<file path="src/sv/rcl_pkg.sv">
// rcl_pkg: shared types and constants for the crop and luma conversion block
// no dependencies; imported by rgb_crop_to_luma_core, rcl_scan and rcl_calc
`default_nettype none

package rcl_pkg;

    // position and size limits of the source raster
    localparam int unsigned MAX_PITCH = 16384;
    localparam int unsigned BIR_W     = 14;
    localparam int unsigned ROW_W     = 13;
    localparam int unsigned COL_W     = 14;
    localparam logic [ROW_W-1:0] ROW_SAT = 13'h1FFF;

    // register indexes of the configuration port
    localparam logic [2:0] REG_CROP_LEFT   = 3'd0;
    localparam logic [2:0] REG_CROP_TOP    = 3'd1;
    localparam logic [2:0] REG_CROP_WIDTH  = 3'd2;
    localparam logic [2:0] REG_CROP_HEIGHT = 3'd3;
    localparam logic [2:0] REG_ROW_PITCH   = 3'd4;
    localparam logic [2:0] REG_BPP         = 3'd5;
    localparam logic [2:0] REG_CHANNEL_MAP = 3'd6;

    // bt601 luma weights in 10-bit fixed point
    localparam logic [17:0] COEF_R    = 18'd306;
    localparam logic [17:0] COEF_G    = 18'd601;
    localparam logic [17:0] COEF_B    = 18'd117;
    localparam logic [17:0] ROUND_ADD = 18'h200;
    localparam int unsigned LUMA_SHIFT = 10;

    // reciprocal of three in 16-bit fraction, exact for 14-bit dividends
    localparam logic [15:0] RECIP3 = 16'd21846;

    typedef struct packed {
        logic [11:0] crop_left;
        logic [11:0] crop_top;
        logic [12:0] crop_width;
        logic [12:0] crop_height;
        logic [14:0] row_pitch;
        logic [2:0]  bytes_per_pixel;
        logic [5:0]  channel_map;
    } cfg_t;

    // first pipeline stage: position and captured channel bytes
    typedef struct packed {
        logic [7:0]       byte_val;
        logic [7:0]       red;
        logic [7:0]       green;
        logic [7:0]       blue;
        logic [BIR_W-1:0] bir;
        logic [ROW_W-1:0] row;
        logic             last;
        logic [2:0]       bpp;
    } s1_t;

    // second pipeline stage: pixel column, luma and row window result
    typedef struct packed {
        logic [7:0]       luma;
        logic [COL_W-1:0] col;
        logic             row_ok;
        logic             row_last;
    } s2_t;

endpackage

`default_nettype wire

</file>
<file path="src/sv/rgb_crop_to_luma_core.sv">
// rgb_crop_to_luma_core: crop window and bt601 gray conversion of a byte stream
// an accepted word passes the first stage, second stage and output registers to its luma word
// throughput: one source byte per cycle while the output is not stalled, through the three-stage register pipeline
// a word is taken while a finished result waits, as long as a stage is free
// reset: asynchronous, active low; clears position, stage valids and settings
// depends on rcl_pkg, rcl_scan and rcl_calc
`default_nettype none

module rgb_crop_to_luma_core (
    input  wire logic        clk,
    input  wire logic        rst_n,
    input  wire logic        cfg_wr_en,
    input  wire logic [2:0]  cfg_index,
    input  wire logic [14:0] cfg_data,
    input  wire logic        in_valid,
    output logic             in_ready,
    input  wire logic [7:0]  src_byte,
    input  wire logic        frame_start,
    output logic             out_valid,
    input  wire logic        out_ready,
    output logic [7:0]       luma,
    output logic             row_end,
    output logic             frame_end
);
    import rcl_pkg::*;

    cfg_t             cfg_reg;
    s1_t              s1;
    s2_t              s2;
    logic             s1_valid_reg, s2_valid_reg, out_valid_reg;
    logic             out_free, s2_adv, s2_take, s1_adv, accept;
    logic [COL_W-1:0] col_diff;
    logic             col_ok, win, row_last;
    logic [7:0]       luma_reg;
    logic             row_end_reg, frame_end_reg;

    // settings registers
    always_ff @(posedge clk or negedge rst_n)
    begin
        if (!rst_n)
        begin
            cfg_reg.crop_left       <= 12'd0;
            cfg_reg.crop_top        <= 12'd0;
            cfg_reg.crop_width      <= 13'd1;
            cfg_reg.crop_height     <= 13'd1;
            cfg_reg.row_pitch       <= 15'd1;
            cfg_reg.bytes_per_pixel <= 3'd1;
            cfg_reg.channel_map     <= 6'd36;
        end
        else if (cfg_wr_en)
        begin
            unique case (cfg_index)
                REG_CROP_LEFT:   cfg_reg.crop_left       <= cfg_data[11:0];
                REG_CROP_TOP:    cfg_reg.crop_top        <= cfg_data[11:0];
                REG_CROP_WIDTH:  cfg_reg.crop_width      <= cfg_data[12:0];
                REG_CROP_HEIGHT: cfg_reg.crop_height     <= cfg_data[12:0];
                REG_ROW_PITCH:   cfg_reg.row_pitch       <= cfg_data;
                REG_BPP:         cfg_reg.bytes_per_pixel <= cfg_data[2:0];
                REG_CHANNEL_MAP: cfg_reg.channel_map     <= cfg_data[5:0];
                default:         ;
            endcase
        end
    end

    // pipeline flow control: a stage moves on when the next one is free or moving
    always_comb
    begin
        out_free = !out_valid_reg || out_ready;
        s2_adv   = s2_valid_reg && out_free;
        s2_take  = !s2_valid_reg || s2_adv;
        s1_adv   = s1_valid_reg && s2_take;
        in_ready = !s1_valid_reg || s1_adv;
        accept   = in_valid && in_ready;
    end

    always_ff @(posedge clk or negedge rst_n)
    begin
        if (!rst_n)
        begin
            s1_valid_reg <= 1'b0;
            s2_valid_reg <= 1'b0;
        end
        else
        begin
            if (in_ready)
                s1_valid_reg <= in_valid;
            if (s2_take)
                s2_valid_reg <= s1_valid_reg;
        end
    end

    rcl_scan u_scan (
        .clk         (clk),
        .rst_n       (rst_n),
        .accept      (accept),
        .src_byte    (src_byte),
        .frame_start (frame_start),
        .cfg         (cfg_reg),
        .s1          (s1)
    );

    rcl_calc u_calc (
        .clk  (clk),
        .load (s1_adv),
        .s1   (s1),
        .cfg  (cfg_reg),
        .s2   (s2)
    );

    // column window test and end flags
    always_comb
    begin
        col_diff = s2.col - {2'b0, cfg_reg.crop_left};
        col_ok   = (s2.col >= {2'b0, cfg_reg.crop_left})
                   && ({1'b0, col_diff} < {2'b0, cfg_reg.crop_width});
        win      = s2.row_ok && col_ok;
        row_last = ((15'(col_diff) + 15'd1) == {2'b0, cfg_reg.crop_width});
    end

    // output register; words outside the window are dropped here
    always_ff @(posedge clk or negedge rst_n)
    begin
        if (!rst_n)
            out_valid_reg <= 1'b0;
        else if (out_free)
            out_valid_reg <= s2_valid_reg && win;
    end

    always_ff @(posedge clk)
    begin
        if (s2_adv && win)
        begin
            luma_reg      <= s2.luma;
            row_end_reg   <= row_last;
            frame_end_reg <= row_last && s2.row_last;
        end
    end

    assign out_valid = out_valid_reg;
    assign luma      = luma_reg;
    assign row_end   = row_end_reg;
    assign frame_end = frame_end_reg;

endmodule

`default_nettype wire

</file>
<file path="src/sv/rcl_scan.sv">
// rcl_scan: byte, pixel and row position tracking and channel capture
// depends on rcl_pkg; loads the first pipeline stage on each accepted word
`default_nettype none

module rcl_scan (
    input  wire logic          clk,
    input  wire logic          rst_n,
    input  wire logic          accept,
    input  wire logic [7:0]    src_byte,
    input  wire logic          frame_start,
    input  wire rcl_pkg::cfg_t cfg,
    output rcl_pkg::s1_t       s1
);
    import rcl_pkg::*;

    logic [BIR_W-1:0] byte_in_row_reg, byte_in_row_next;
    logic [ROW_W-1:0] row_index_reg, row_index_next;
    logic [1:0]       byte_in_pixel_reg, byte_in_pixel_next;
    logic [7:0]       red_hold_reg, red_hold_next;
    logic [7:0]       green_hold_reg, green_hold_next;
    logic [7:0]       blue_hold_reg, blue_hold_next;
    s1_t              s1_reg, s1_next;

    logic [14:0]      pitch_eff;
    logic [2:0]       bpp_eff;
    logic [BIR_W-1:0] bir0, bir;
    logic [ROW_W-1:0] row0;
    logic [1:0]       bip0, bip;
    logic             last, wrap;

    // clamp pitch and pixel size to their usable ranges
    always_comb
    begin
        if (cfg.row_pitch == 15'd0)
            pitch_eff = 15'd1;
        else if (cfg.row_pitch > 15'(MAX_PITCH))
            pitch_eff = 15'(MAX_PITCH);
        else
            pitch_eff = cfg.row_pitch;

        if (cfg.bytes_per_pixel == 3'd0)
            bpp_eff = 3'd1;
        else if (cfg.bytes_per_pixel > 3'd4)
            bpp_eff = 3'd4;
        else
            bpp_eff = cfg.bytes_per_pixel;
    end

    // current position, with frame restart and wrap against the settings
    always_comb
    begin
        bir0 = frame_start ? '0 : byte_in_row_reg;
        row0 = frame_start ? '0 : row_index_reg;
        bip0 = frame_start ? '0 : byte_in_pixel_reg;
        bir  = ({1'b0, bir0} >= pitch_eff) ? '0 : bir0;
        bip  = ({1'b0, bip0} >= bpp_eff) ? '0 : bip0;
        last = (({1'b0, bip} + 3'd1) == bpp_eff);
        wrap = (({1'b0, bir} + 15'd1) >= pitch_eff);
    end

    // position advance and channel capture
    always_comb
    begin
        if (wrap)
        begin
            byte_in_row_next   = '0;
            byte_in_pixel_next = '0;
            row_index_next     = (row0 != ROW_SAT) ? row0 + 13'd1 : row0;
        end
        else
        begin
            byte_in_row_next   = bir + 14'd1;
            byte_in_pixel_next = last ? 2'd0 : bip + 2'd1;
            row_index_next     = row0;
        end
        red_hold_next   = (cfg.channel_map[1:0] == bip) ? src_byte : red_hold_reg;
        green_hold_next = (cfg.channel_map[3:2] == bip) ? src_byte : green_hold_reg;
        blue_hold_next  = (cfg.channel_map[5:4] == bip) ? src_byte : blue_hold_reg;

        s1_next.byte_val = src_byte;
        s1_next.red      = red_hold_next;
        s1_next.green    = green_hold_next;
        s1_next.blue     = blue_hold_next;
        s1_next.bir      = bir;
        s1_next.row      = row0;
        s1_next.last     = last;
        s1_next.bpp      = bpp_eff;
    end

    // position state
    always_ff @(posedge clk or negedge rst_n)
    begin
        if (!rst_n)
        begin
            byte_in_row_reg   <= '0;
            row_index_reg     <= '0;
            byte_in_pixel_reg <= '0;
            red_hold_reg      <= '0;
            green_hold_reg    <= '0;
            blue_hold_reg     <= '0;
        end
        else if (accept)
        begin
            byte_in_row_reg   <= byte_in_row_next;
            row_index_reg     <= row_index_next;
            byte_in_pixel_reg <= byte_in_pixel_next;
            red_hold_reg      <= red_hold_next;
            green_hold_reg    <= green_hold_next;
            blue_hold_reg     <= blue_hold_next;
        end
    end

    // first stage payload
    always_ff @(posedge clk)
    begin
        if (accept)
            s1_reg <= s1_next;
    end

    assign s1 = s1_reg;

endmodule

`default_nettype wire

</file>
<file path="src/sv/rcl_calc.sv">
// rcl_calc: pixel column, weighted luma sum and row window test
// depends on rcl_pkg; loads the second pipeline stage from the first
`default_nettype none

module rcl_calc (
    input  wire logic          clk,
    input  wire logic          load,
    input  wire rcl_pkg::s1_t  s1,
    input  wire rcl_pkg::cfg_t cfg,
    output rcl_pkg::s2_t       s2
);
    import rcl_pkg::*;

    s2_t              s2_reg, s2_next;
    logic [29:0]      prod3;
    logic [COL_W-1:0] col;
    logic [7:0]       r, g, b;
    logic [17:0]      sum;
    logic [ROW_W-1:0] row_diff;

    // pixel column: shifts for one, two and four bytes, reciprocal for three
    always_comb
    begin
        prod3 = 30'(s1.bir) * 30'(RECIP3);
        case (s1.bpp)
            3'd1:    col = s1.bir;
            3'd2:    col = s1.bir >> 1;
            3'd3:    col = prod3[29:16];
            default: col = s1.bir >> 2;
        endcase
    end

    // weighted sum; a channel beyond the pixel reads as zero
    always_comb
    begin
        r   = ({1'b0, cfg.channel_map[1:0]} < s1.bpp) ? s1.red   : 8'd0;
        g   = ({1'b0, cfg.channel_map[3:2]} < s1.bpp) ? s1.green : 8'd0;
        b   = ({1'b0, cfg.channel_map[5:4]} < s1.bpp) ? s1.blue  : 8'd0;
        sum = 18'(r) * COEF_R + 18'(g) * COEF_G + 18'(b) * COEF_B + ROUND_ADD;
    end

    // row window test and second stage payload
    always_comb
    begin
        row_diff = s1.row - {1'b0, cfg.crop_top};
        s2_next.luma     = (s1.bpp == 3'd1) ? s1.byte_val : sum[LUMA_SHIFT +: 8];
        s2_next.col      = col;
        s2_next.row_ok   = s1.last && (s1.row != ROW_SAT)
                           && (s1.row >= {1'b0, cfg.crop_top})
                           && (row_diff < cfg.crop_height);
        s2_next.row_last = ((14'(row_diff) + 14'd1) == {1'b0, cfg.crop_height});
    end

    always_ff @(posedge clk)
    begin
        if (load)
            s2_reg <= s2_next;
    end

    assign s2 = s2_reg;

endmodule

`default_nettype wire

</file>
<file path="config.mk">
export PLATFORM = sky130hd
export DESIGN_NAME = rgb_crop_to_luma_core
export DESIGN_NICKNAME = d
export VERILOG_FILES = /design/src/sv/rcl_pkg.sv /design/src/sv/rgb_crop_to_luma_core.sv /design/src/sv/rcl_scan.sv /design/src/sv/rcl_calc.sv
export SDC_FILE = /design/constraint.sdc
export NUM_CORES = 1
export LEC_CHECK = 0
export BUFFER_PORTS_ARGS = -buffer_cell sky130_fd_sc_hd__buf_2
export CAP_MARGIN = 20
export CORE_ASPECT_RATIO = 1.25
export CORE_MARGIN = 1.5
export CORE_UTILIZATION = 40
export CTS_CLUSTER_SIZE = 10
export DETAILED_ROUTE_END_ITERATION = 8
export GPL_TIMING_DRIVEN = 0
export PLACE_DENSITY_LB_ADDON = 0.25
export SKIP_LAST_GASP = 1
export SYNTH_ARGS = -nofsm -noshare
export SYNTH_HDL_FRONTEND = slang
export SYNTH_SLANG_ARGS = --single-unit
</file>
<file path="constraint.sdc">
create_clock -name clk -period 11.2 [get_ports clk]
set_clock_uncertainty 0.15 [all_clocks]
set_input_delay 1.12 -clock clk [delete_from_list [all_inputs] [get_ports clk]]
set_output_delay 1.12 -clock clk [all_outputs]
set_load 0.05 [all_outputs]
</file>
After elaboration in Yosys (flattened, before gate mapping)
Cells that the tools add are included. W data, S select, Z words.

Input bits: 32. Output and inout bits: 12. Register bits after elaboration: 227.

$add $sub $neg: 12. $lt $le $gt $ge: 12. Multipliers: 4. Reduce and logical (&&, ||, !) cells: 27. Mux-type cells: 22. Equality and inequality tests: 17.

Operators by type and width (number): $mux W8 (7); $mux W14 (3); $pmux W14 S3 (1); $mux W13 (3); $add A14 B1 Y15 const B (2); $mux W15 (2); $mul A14 B14 Y28 const B (1); $ne A13 B13 Y1 const B (2); $add A17 B18 Y18 (1); $add A18 B10 Y18 const B (1); $add A18 B15 Y18 (1); $mul A8 B10 Y18 const B (1); $mul A8 B8 Y16 const B (1); $eq A15 B13 Y1 (1); $ge A14 B15 Y1 (1); $ge A15 B15 Y1 (1); $gt A15 B15 Y1 const B (1); $logic_not A15 Y1 (1); $mul A8 B7 Y15 const B (1); $add A13 B1 Y14 const B (1); $add A14 B1 Y14 const B (1); $eq A14 B13 Y1 (1); $ge A14 B12 Y1 (1); $lt A14 B13 Y1 (1); other kinds (22) (57).

Longest topological paths before layout
Gate-level depths: netlist (run 1).

Word-level depth: 9. Mapped depth: 33. Gate-level depth less buffers: 30.

Hierarchy
A second synthesis (run 1) with hierarchy kept.

Cell total of the unflattened synthesis: 2018. Area total of the unflattened synthesis: 20882.5 µm².

Modules (own cells, without submodules): rcl_calc (times used 1, cells an instance 1069, area an instance 9885.7 µm²); rcl_scan (times used 1, cells an instance 523, area an instance 6197.2 µm²); rgb_crop_to_luma_core (times used 1, cells an instance 426, area an instance 4799.6 µm²).

Worst setup path after synthesis (run 1)
Ideal clock, no wire load.

Path type: reg-to-reg. Start: register u_scan.s1_reg (netlist bit u_scan.s1[1]). End: register u_calc.s2_reg (netlist bit u_calc.s2[23]), data pin. Setup slack: 3142 ps. Setup time: 255 ps. Path buffers: 3. Required time: 10795 ps. Clock period less this slack: 8058 ps. Stages on the path, launching flop included: 33. Arrival: 7653 ps. Cells stage by stage: edfxtp_1 -> clkbuf_1 -> clkinv_1 -> buf_1 -> ha_1 -> a21oi_1 -> or2_2 -> clkbuf_1 -> and2_1 -> ha_1 -> ha_1 -> ha_1 -> inv_1 -> fa_1 -> inv_1 -> ha_1 -> xor2_1 -> ha_1 -> fa_1 -> inv_1 -> fa_1 -> fa_1 -> inv_1 -> ha_1 -> or3_1 -> a221oi_1 -> o31ai_1 -> o31ai_1 -> a21boi_1 -> nor2_1 -> o21ai_1 -> a211o_1 -> and3_1.

RTL lines: from (decl) (RTL line rcl_scan.sv:22) `s1_t s1_reg, s1_next;`; from (signal assigned) (RTL line rcl_scan.sv:117) `s1_reg <= s1_next;`; to (signal assigned) (RTL line rcl_calc.sv:57) `s2_reg <= s2_next;`; to (decl) (RTL line rcl_calc.sv:14) `s2_t s2_reg, s2_next;`.

==> flow_summary.yaml, run 1 <==
global_routing:
  grt_pass1_vias: 15300
  grt_max_degree: 67
  antenna_found_initial: 2
  use_met1: 0.239
  globalRouteMet2Util: 0.357
  grt_use_total: 0.195
  use_met3: 0.0214
  grt-busiest-layer: "met2"
  grt_pass1_wl_um: 81000
  grt_overflow: 0
clocking:
  cts_hold_buf: 0
  cts_setup_buffers: 0
  cts-buffers-inserted: 28
  cts_root_buf: "clkbuf_16"
  cts_buffer_depth: 3
  clk_pin_slew_ns: 0.06
  htree_num_levels: 1
  cts_num_sinks: 227
  insertion_delay_ns: 0.55
  tritoncts: "built"
  ctsResizeCount: 0
layout:
  nNetsFinal: 2612
  drive_gt1_frac: 0.0796
  multi_input_area_mm2: 0.0128
  syn2layout_area_growth_pct: 9.91
  seqCellArea_mm2: 0.00617
  largest_reg_flops: 74
  fill_cells: 4880
setup_path:
  worst-r2r-cell-count: 33
  crit_type: "flop to flop"
  cp_slowest_stage_delay_ns: 0.94
  timing.rr.end: "u_calc.s2[23]$_DFFE_PP_"
  critical_path_arrival_ns: 9.80
  crit_path_end_kind: "flop"
  r2r_slack_ns: 1.54
  start_kind: "flop"
  cp_slowest_cell: "a2111oi_0"
  cp.required_ns: 11.35
  r2r_start: "u_scan.s1[1]$_DFFE_PP_"
  crit_fanout: 12
  critPathMostFrequentCell: "ha_1"
floorplanning:
  initial_core_util: 0.405
  io_pins: 44
  die_w_um: 205
  dieArea_mm2: 0.0524
  core_mm2: 0.0504
  fp.dieH_um: 256
  fp-row-count: 92
drt:
  wl_per_cell_um: 17.8
  drtIter0Drc: 864
  post-route-drc-count: 0
  wl_um: 50600
  final_antenna_net_count: 0
  vias: 14900
  drt_first_pass_iters: 5
  viasPerCell: 5.24
sta:
  fin_crit_sh: 0.862
  fin_ws_ns: 1.54
  setup_viol: 0
  max_freq_ghz: 0.104
  slew_viol_final: 0
  finalHoldViolCount: 0
  slew_headroom: 0.247
  setup_tns_ns: 0
  min_period_ns: 9.66
  worst_pin_slew_ns: 1.10
  rsz0062_at_grt: "no"
run_status:
  status: "finished, final reports clean"
placement:
  gp_congestion: 0.894
  dpl_worst_slack_ns: 1.58
  portBuffers: 41
  dpl.hpwl_um: 40600
logic_synthesis:
  synth-async-reset-ratio: 0.573
  synth_cell_types: 83
  ys.warnings.count: 0
  ys_seq_elements: 227
  avgSynthCellArea_um2: 9.77
  seq_area_frac_synth: 0.302
  synthFlopType: "dfrtp_1"
  synthesis.area_mm2: 0.0204
  syn-num-nets: 2537
  postSynthCellCount: 2090
  synth_edf_count: 97
worst_hold_path:
  min_path_cells: 0
  hold_path_end: "luma[4]$_DFFE_PP_"
  hp-start: "u_calc.s2[20]$_DFFE_PP_"
  hold_path.class: "flop to flop"
job:
  cap_violations: 0
==> area by class of cell <==
cell class	instances	area share
antenna	2	0.000223
buffer	52	0.00925
clock buffer	49	0.0379
clock inverter	3	0.00178
inverter	326	0.0545
multi-input combinational	1485	0.571
sequential	227	0.275
tap	658	0.0367
timing repair buffer	45	0.0134
==> layer usage <==
| metal | routed length, um | vias to the layer above | part of all wire |
|---|---|---|---|
| li1 | - | 7244 | - |
| met1 | 20900 | 7309 | 0.41 |
| met2 | 26400 | 288 | 0.52 |
| met3 | 1800 | 72 | 0.036 |
| met4 | 1470 | 0 | 0.029 |
| met5 | 0 | - | 0 |
==> metrics by stage <==
step                hold WS [ns]  instances  area [um^2]  utilization
finish                     0.269       2847        22400        0.445
global route               0.282       2845        22400        0.445
CTS                        0.272       2844        22400        0.445
detailed placement         0.258       2792        21500        0.427
global placement           0.254       2789        21500        0.425
floorplan                  0.250       2090        20400            -
==> worst max-delay path: cells and delay by family (launching register included) <==
kind                     cells  cell delay [ns]
adder cells (fa/ha/maj)     11             3.91
buffers and inverters        8             1.52
AO/OA/AOI/OAI                7             2.21
XOR/XNOR                     1             0.32
flip-flops                   1             0.32
AND/OR/NAND/NOR              6             0.94
==> cell usage in the layout, fill, tap and decap left out, types with 23 or more instances in the layout <==
master,instances
a21o_1,27
a21oi_1,73
and2_1,29
and3_1,24
buf_2,41
clkbuf_1,61
clkbuf_16,29
dfrtp_1,124
edfxtp_1,97
fa_1,129
ha_1,286
inv_1,325
mux2_2,63
nand2_1,225
nand2b_1,23
nand3_1,33
nand4_1,25
nor2_1,79
nor2b_1,49
o21ai_0,94
xnor2_1,69
xor2_1,41
==> Yosys cell counts, types with 8 or more instances <==
cell | n | area (um^2)
nor2b_1 | 49 | 307
nor3_1 | 18 | 90.1
nor4_1 | 9 | 56.3
a221oi_1 | 10 | 87.6
xnor2_1 | 69 | 604
nand4_1 | 25 | 156
a21oi_1 | 73 | 365
o21ai_0 | 94 | 470
inv_1 | 325 | 1220
fa_1 | 129 | 2580
nor2_1 | 79 | 297
edfxtp_1 | 97 | 2910
nor3b_1 | 8 | 60.1
clkbuf_1 | 47 | 176
dfrtp_1 | 124 | 3100
o31ai_1 | 12 | 90.1
a211o_1 | 8 | 70.1
xor2_1 | 41 | 359
a21o_1 | 27 | 203
nand2b_1 | 23 | 144
mux2_2 | 63 | 709
nand3_1 | 33 | 165
and2_1 | 29 | 181
nand2_1 | 225 | 845
or3_1 | 10 | 62.6
ha_1 | 286 | 3580
o21a_1 | 17 | 128
and3_1 | 24 | 150
==> worst max-delay path by stage <==
stage	startpoint	endpoint	slack (ns)
2_1_floorplan	u_scan.s1[1]$_DFFE_PP_	u_calc.s2[23]$_DFFE_PP_	3.14
3_3_place_gp	u_scan.s1[1]$_DFFE_PP_	u_calc.s2[22]$_DFFE_PP_	1.79
3_5_place_dp	u_scan.s1[1]$_DFFE_PP_	u_calc.s2[23]$_DFFE_PP_	1.58
4_1_cts	u_scan.s1[1]$_DFFE_PP_	u_calc.s2[23]$_DFFE_PP_	1.51
5_1_grt	u_scan.s1[1]$_DFFE_PP_	u_calc.s2[22]$_DFFE_PP_	1.01
6_report	u_scan.s1[1]$_DFFE_PP_	u_calc.s2[23]$_DFFE_PP_	1.54
==> kinds of logic after synthesis <==
family                   count (synthesis)  synth area share
AND/OR/NAND/NOR                        566             0.137
adder cells (fa/ha/maj)                415             0.302
buffers and inverters                  378            0.0699
AO/OA/AOI/OAI                          327             0.105
flip-flops                             227             0.302
XOR/XNOR                               111            0.0480
multiplexers                            66            0.0362
Power of run 1 is not shown: default switching activity piles up to over one toggle a cycle in this logic, so the estimate is an artifact.
==> run 2, diff against run 1 <==
--- a/config.mk
+++ b/config.mk
@@ -9,7 +9,8 @@
 export CAP_MARGIN = 20
 export CORE_ASPECT_RATIO = 1.25
 export CORE_MARGIN = 1.5
-export CORE_UTILIZATION = 40
+export CORE_UTILIZATION = 55
+export CTS_BUF_LIST = sky130_fd_sc_hd__clkbuf_4 sky130_fd_sc_hd__clkbuf_8
 export CTS_CLUSTER_SIZE = 10
 export DETAILED_ROUTE_END_ITERATION = 8
 export GPL_TIMING_DRIVEN = 0
==> run 2 against run 1 <==
  * Via count increased by 1.8%
  * Maximum frequency rose by 0.23%
  * First-iteration DRC count is 6.1% lower
  * Cell count is 5.4% lower
  * Critical path depth decreased by 1
  * Sequential share of layout area rose by 0.31 points
  * Critical path type unchanged
==> flow_summary.yaml, run 2 (same netlist as run 1, synthesis figures left out) <==
clocking:
  clk_pin_slew_ns: 0.06
  cts_buffer_depth: 3
  tritoncts: "built"
  cts-buffers-inserted: 40
  cts_num_sinks: 227
  htree_num_levels: 2
  cts_root_buf: "clkbuf_8"
  cts_hold_buf: 0
  insertion_delay_ns: 0.56
  cts_setup_buffers: 0
  ctsResizeCount: 0
drt:
  wl_per_cell_um: 18.1
  drt_first_pass_iters: 5
  drtIter0Drc: 811
  wl_um: 48800
  post-route-drc-count: 0
  viasPerCell: 5.64
  final_antenna_net_count: 0
  vias: 15200
setup_path:
  cp_slowest_stage_delay_ns: 0.52
  start_kind: "flop"
  path_delay_family: "adder cells"
  cp_slowest_cell: "fa_1"
  critical_path_arrival_ns: 9.80
  critPathMostFrequentCell: "ha_1"
  path_buf_inv: 8
  crit_path_end_kind: "flop"
  cp.required_ns: 11.37
  crit_type: "flop to flop"
  crit_fanout: 12
global_routing:
  grt_use_total: 0.265
  antenna_found_initial: 3
  grt_max_degree: 67
  grt_pass1_vias: 15900
  grt_pass1_wl_um: 80100
  grt_overflow: 0
layout:
  nNetsFinal: 2624
  syn2layout_area_growth_pct: 8.70
  final_common_cell: "inv_1"
  fill_cells: 3090
  drive_gt1_frac: 0.0942
  largest_reg_flops: 74
  design_area_mm2: 0.0222
  final_cell_mix: "inv_1, ha_1, nand2_1"
sta:
  setup_tns_ns: 0
  slew_viol_final: 0
  min_period_ns: 9.63
  rsz0062_at_grt: "no"
  slew_headroom: 0.247
  fin_crit_sh: 0.860
  setup_viol: 0
  finalHoldViolCount: 0
  max_freq_ghz: 0.104
  worst_pin_slew_ns: 1.10
placement:
  portBuffers: 41
  gp_congestion: 0.927
  dpl.hpwl_um: 39100
  post_dp_cell_area_mm2: 0.0213
floorplanning:
  die_w_um: 175
  io_pins: 44
  core_mm2: 0.0364
  initial_core_util: 0.561
  fp.dieH_um: 218
  fp-row-count: 78
  dieArea_mm2: 0.0383
run_status:
  status: "finished, final reports clean"
worst_hold_path:
  hold_path.class: "flop to flop"
job:
  cap_violations: 0
## run 2: cell types whose count changed in the layout (fill, tap and decap cells not counted), moves of 3 or more
cell,change
clkinv_1,+3
clkbuf_1,-15
clkbuf_4,+14
clkbuf_16,-29
clkinv_2,+5
clkbuf_8,+40
## run 2: worst paths after layout
check | from | to | slack [ns] | cells after the start
max in group asynchronous | rst_n | cfg_reg[2]$_DFFE_PN1P_ | 9.65 | 2
worst max register to register | u_scan.s1[1]$_DFFE_PP_ | u_calc.s2[23]$_DFFE_PP_ | 1.57 | 32
min in group asynchronous | rst_n | cfg_reg[51]$_DFFE_PN0P_ | 0.43 | 1
worst min register to register | u_calc.s2[22]$_DFFE_PP_ | luma[6]$_DFFE_PP_ | 0.27 | 0
worst min-delay path | u_calc.s2[22]$_DFFE_PP_ | luma[6]$_DFFE_PP_ | 0.27 | 0
worst max-delay path | u_scan.s1[1]$_DFFE_PP_ | u_calc.s2[23]$_DFFE_PP_ | 1.57 | 32
## run 2: per-layer routing
metal,wire [um],track usage,part of all wire
met1,19300,0.301,0.39
met2,25400,0.491,0.52
met3,1950,0.0364,0.040
met4,2190,0.123,0.045
met5,0,0,0
## run 2: cell type report
class,instances,area [um^2],area share
tap,480,601,0.0271
inverter,326,1220,0.0551
buffer,52,208,0.00936
antenna,3,7.51,0.000338
sequential,227,6170,0.278
multi-input combinational,1485,12800,0.578
clock inverter,15,139,0.00626
clock buffer,59,724,0.0326
timing repair buffer,45,302,0.0136
## run 2: per-stage QoR
stage                      util  cells  worst slack, ns  hold slack (ns)
after floorplan               -   2090             3.14            0.250
after global placement    0.583   2611             1.78            0.251
after detailed placement  0.586   2614             1.68            0.259
after CTS                 0.609   2688             1.59            0.272
after global routing      0.610   2690            0.998            0.280
final                     0.610   2692             1.57            0.271
## run 2: worst register-to-register path, delay by kind of cell, from the launching register on
family                     cells  cell delay, ns
adders and majority gates     11            3.77
AOI/OAI and AO/OA              7            2.07
buffers and inverters          8            1.54
and+or+nand+nor                5            1.31
DFF                            1            0.33
xor gates and xnor gates       1            0.25
Power of run 2 is left out for the same reason.
==> run 3, diff against run 2 <==
--- a/config.mk
+++ b/config.mk
@@ -5,7 +5,7 @@
 export SDC_FILE = /design/constraint.sdc
 export NUM_CORES = 1
 export LEC_CHECK = 0
-export BUFFER_PORTS_ARGS = -buffer_cell sky130_fd_sc_hd__buf_2
+export BUFFER_PORTS_ARGS = -buffer_cell sky130_fd_sc_hd__buf_4
 export CAP_MARGIN = 20
 export CORE_ASPECT_RATIO = 1.25
 export CORE_MARGIN = 1.5
@@ -15,7 +15,9 @@
 export DETAILED_ROUTE_END_ITERATION = 8
 export GPL_TIMING_DRIVEN = 0
 export PLACE_DENSITY_LB_ADDON = 0.25
+export RECOVER_POWER = 25
 export SKIP_LAST_GASP = 1
 export SYNTH_ARGS = -nofsm -noshare
 export SYNTH_HDL_FRONTEND = slang
+export SYNTH_HIERARCHICAL = 1
 export SYNTH_SLANG_ARGS = --single-unit
==> run 3 against run 2 <==
  * Critical path type unchanged
  * Cell area increased by 2.4%
  * Largest cell class unchanged
  * Non-clock buffer count decreased by 9
  * The flow now finishes with violations (max-capacitance violations, max-slew violations)
  * Sequential cell count did not move
  * Cell count shrank 2.6%
  * Count of clock-buffer cells in the layout is 1 lower
  * Maximum frequency increased by 3.4%
==> flow_summary.yaml, run 3 <==
worst_hold_path:
  hold_path.class: "flop to flop"
  hp-start: "u_calc/s2[22]$_DFFE_PP_"
drt:
  drt_first_pass_iters: 5
  viasPerCell: 5.76
  vias: 15100
  wl_um: 49100
  drtIter0Drc: 721
  wl_per_cell_um: 18.7
  final_antenna_net_count: 0
  post-route-drc-count: 0
logic_synthesis:
  postSynthCellCount: 2018
  seq_area_frac_synth: 0.296
  syn-num-nets: 2465
  synthFlopType: "dfrtp_1"
  synth_area_leaders: "ha_1, dfrtp_1, edfxtp_1"
  avgSynthCellArea_um2: 10.3
  synth-async-reset-ratio: 0.573
  ys.warnings.count: 6
  synth_most_common_cell: "inv_1"
  netlist_top_cells_count: "inv_1, ha_1, fa_1"
  synth_cell_types: 111
  synthesis.area_mm2: 0.0209
  yosys.area.top_type: "ha_1"
  ys_seq_elements: 227
  synth_top_area_frac: 0.171
  synth_edf_count: 97
global_routing:
  antenna_found_initial: 1
  grt_pass1_vias: 16100
  grt_max_degree: 69
  grt_pass1_wl_um: 80300
  grt_use_total: 0.259
  grt_overflow: 0
placement:
  dpl.hpwl_um: 39700
  post_dp_cell_area_mm2: 0.0219
  portBuffers: 43
  gp_congestion: 0.933
  dpl_worst_slack_ns: 1.92
clocking:
  clk_pin_slew_ns: 0.06
  htree_num_levels: 2
  cts_buffer_depth: 3
  cts_setup_buffers: 0
  insertion_delay_ns: 0.55
  cts_hold_buf: 0
  cts_num_sinks: 227
  cts-buffers-inserted: 39
  cts_root_buf: "clkbuf_8"
  tritoncts: "built"
  ctsResizeCount: 0
floorplanning:
  fp.dieH_um: 221
  initial_core_util: 0.559
  core_mm2: 0.0374
  dieArea_mm2: 0.0392
  fp-row-count: 79
  io_pins: 44
  die_w_um: 177
setup_path:
  r2r_start: "u_scan/s1[1]$_DFFE_PP_"
  crit_path_end_kind: "flop"
  cp.required_ns: 11.36
  start_kind: "flop"
  crit_fanout: 12
  critPathMostFrequentCell: "ha_1"
  cp_slowest_stage_delay_ns: 0.96
  critical_path_arrival_ns: 9.47
  crit_type: "flop to flop"
  cp_slowest_cell: "o41ai_1"
  cp-startpoint: "u_scan/s1[1]$_DFFE_PP_"
sta:
  min_period_ns: 9.32
  finalHoldViolCount: 0
  setup_tns_ns: 0
  fin_crit_sh: 0.832
  fin_ws_ns: 1.88
  setup_viol: 0
  slew_headroom: -1.57
  slew_viol_final: 133
  max_freq_ghz: 0.107
  worst_pin_slew_ns: 3.86
  fin_hold_ws_ns: 0.267
  rsz0062_at_grt: "no"
layout:
  drive_gt1_frac: 0.125
  final_common_cell: "inv_1"
  design_area_mm2: 0.0227
  nNetsFinal: 2553
  antennaDiodeCount: 0
  largest_reg_flops: 74
  syn2layout_area_growth_pct: 8.86
  fill_cells: 3139
  final_cell_mix: "inv_1, ha_1, fa_1"
run_status:
  violations: "max-capacitance violations, max-slew violations"
  status: "complete, but fails checks"
job:
  cap_violations: 2
[run 3: cell types whose count changed after synthesis, moves of 9 or more]
cell / previous run / this run
inv_1: 325 / 334
o21ai_0: 94 / 55
nand2_1: 225 / 114
nor2b_1: 49 / 38
clkbuf_1: 47 / 32
nor3_1: 18 / 31
mux2_2: 63 / 98
nand2b_1: 23 / 36
a21oi_1: 73 / 62
[run 3: per-stage QoR]
stage | utilization | std cells
2_1_floorplan | - | 2018
4_1_cts | 0.611 | 2623
3_5_place_dp | 0.586 | 2551
5_1_grt | 0.608 | 2623
3_3_place_gp | 0.584 | 2547
6_report | 0.608 | 2623
[run 3: logic make-up after synthesis]
kind of cell	share of synthesized area
flip-flops	0.296
multiplexers	0.0574
AND/OR/NAND/NOR	0.127
XOR/XNOR	0.0491
adder cells (fa/ha/maj)	0.295
buffers and inverters	0.0688
AO/OA/AOI/OAI	0.107
[run 3: final cells by class]
cell class | instances | area (um^2) | area share
clock buffer | 58 | 704 | 0.0310
timing repair buffer | 47 | 348 | 0.0153
clock inverter | 14 | 203 | 0.00892
multi-input combinational | 1413 | 13300 | 0.584
inverter | 337 | 1260 | 0.0556
sequential | 227 | 6170 | 0.272
buffer | 41 | 164 | 0.00721
tap | 486 | 608 | 0.0267
[run 3: worst max-delay path: cells and delay by family, from the launching register on]
family          cells  cell delay, ns
flops               1            0.41
xor+xnor            2            0.38
fa+ha+maj          11            3.90
mux                 1            0.27
buf+inv             7            1.12
simple gates        2            0.50
compound gates      6            2.33
[run 3: path summary, 6_finish.rpt]
| kind | end | slack (ns) | cells after the start |
|---|---|---|---|
| setup / recovery | u_calc/s2[23]$_DFFE_PP_ | 1.88 | 29 |
| hold / removal | luma[6]$_DFFE_PP_ | 0.27 | 0 |
| setup reg to reg | u_calc/s2[23]$_DFFE_PP_ | 1.88 | 29 |
| hold reg to reg | luma[6]$_DFFE_PP_ | 0.27 | 0 |
| max in group asynchronous | cfg_reg[26]$_DFFE_PN0P_ | 4.40 | 2 |
| min in group asynchronous | cfg_reg[44]$_DFFE_PN0P_ | 1.76 | 1 |
[run 3: per-layer routing]
layer | up-vias | global-route usage | share of wire
met2 | 372 | 0.470 | 0.52
met4 | 2 | 0.126 | 0.047
li1 | 7181 | - | -
met3 | 142 | 0.0340 | 0.034
met5 | - | 0 | 0.00026
met1 | 7418 | 0.298 | 0.40
Power of run 3 is left out for the same reason.
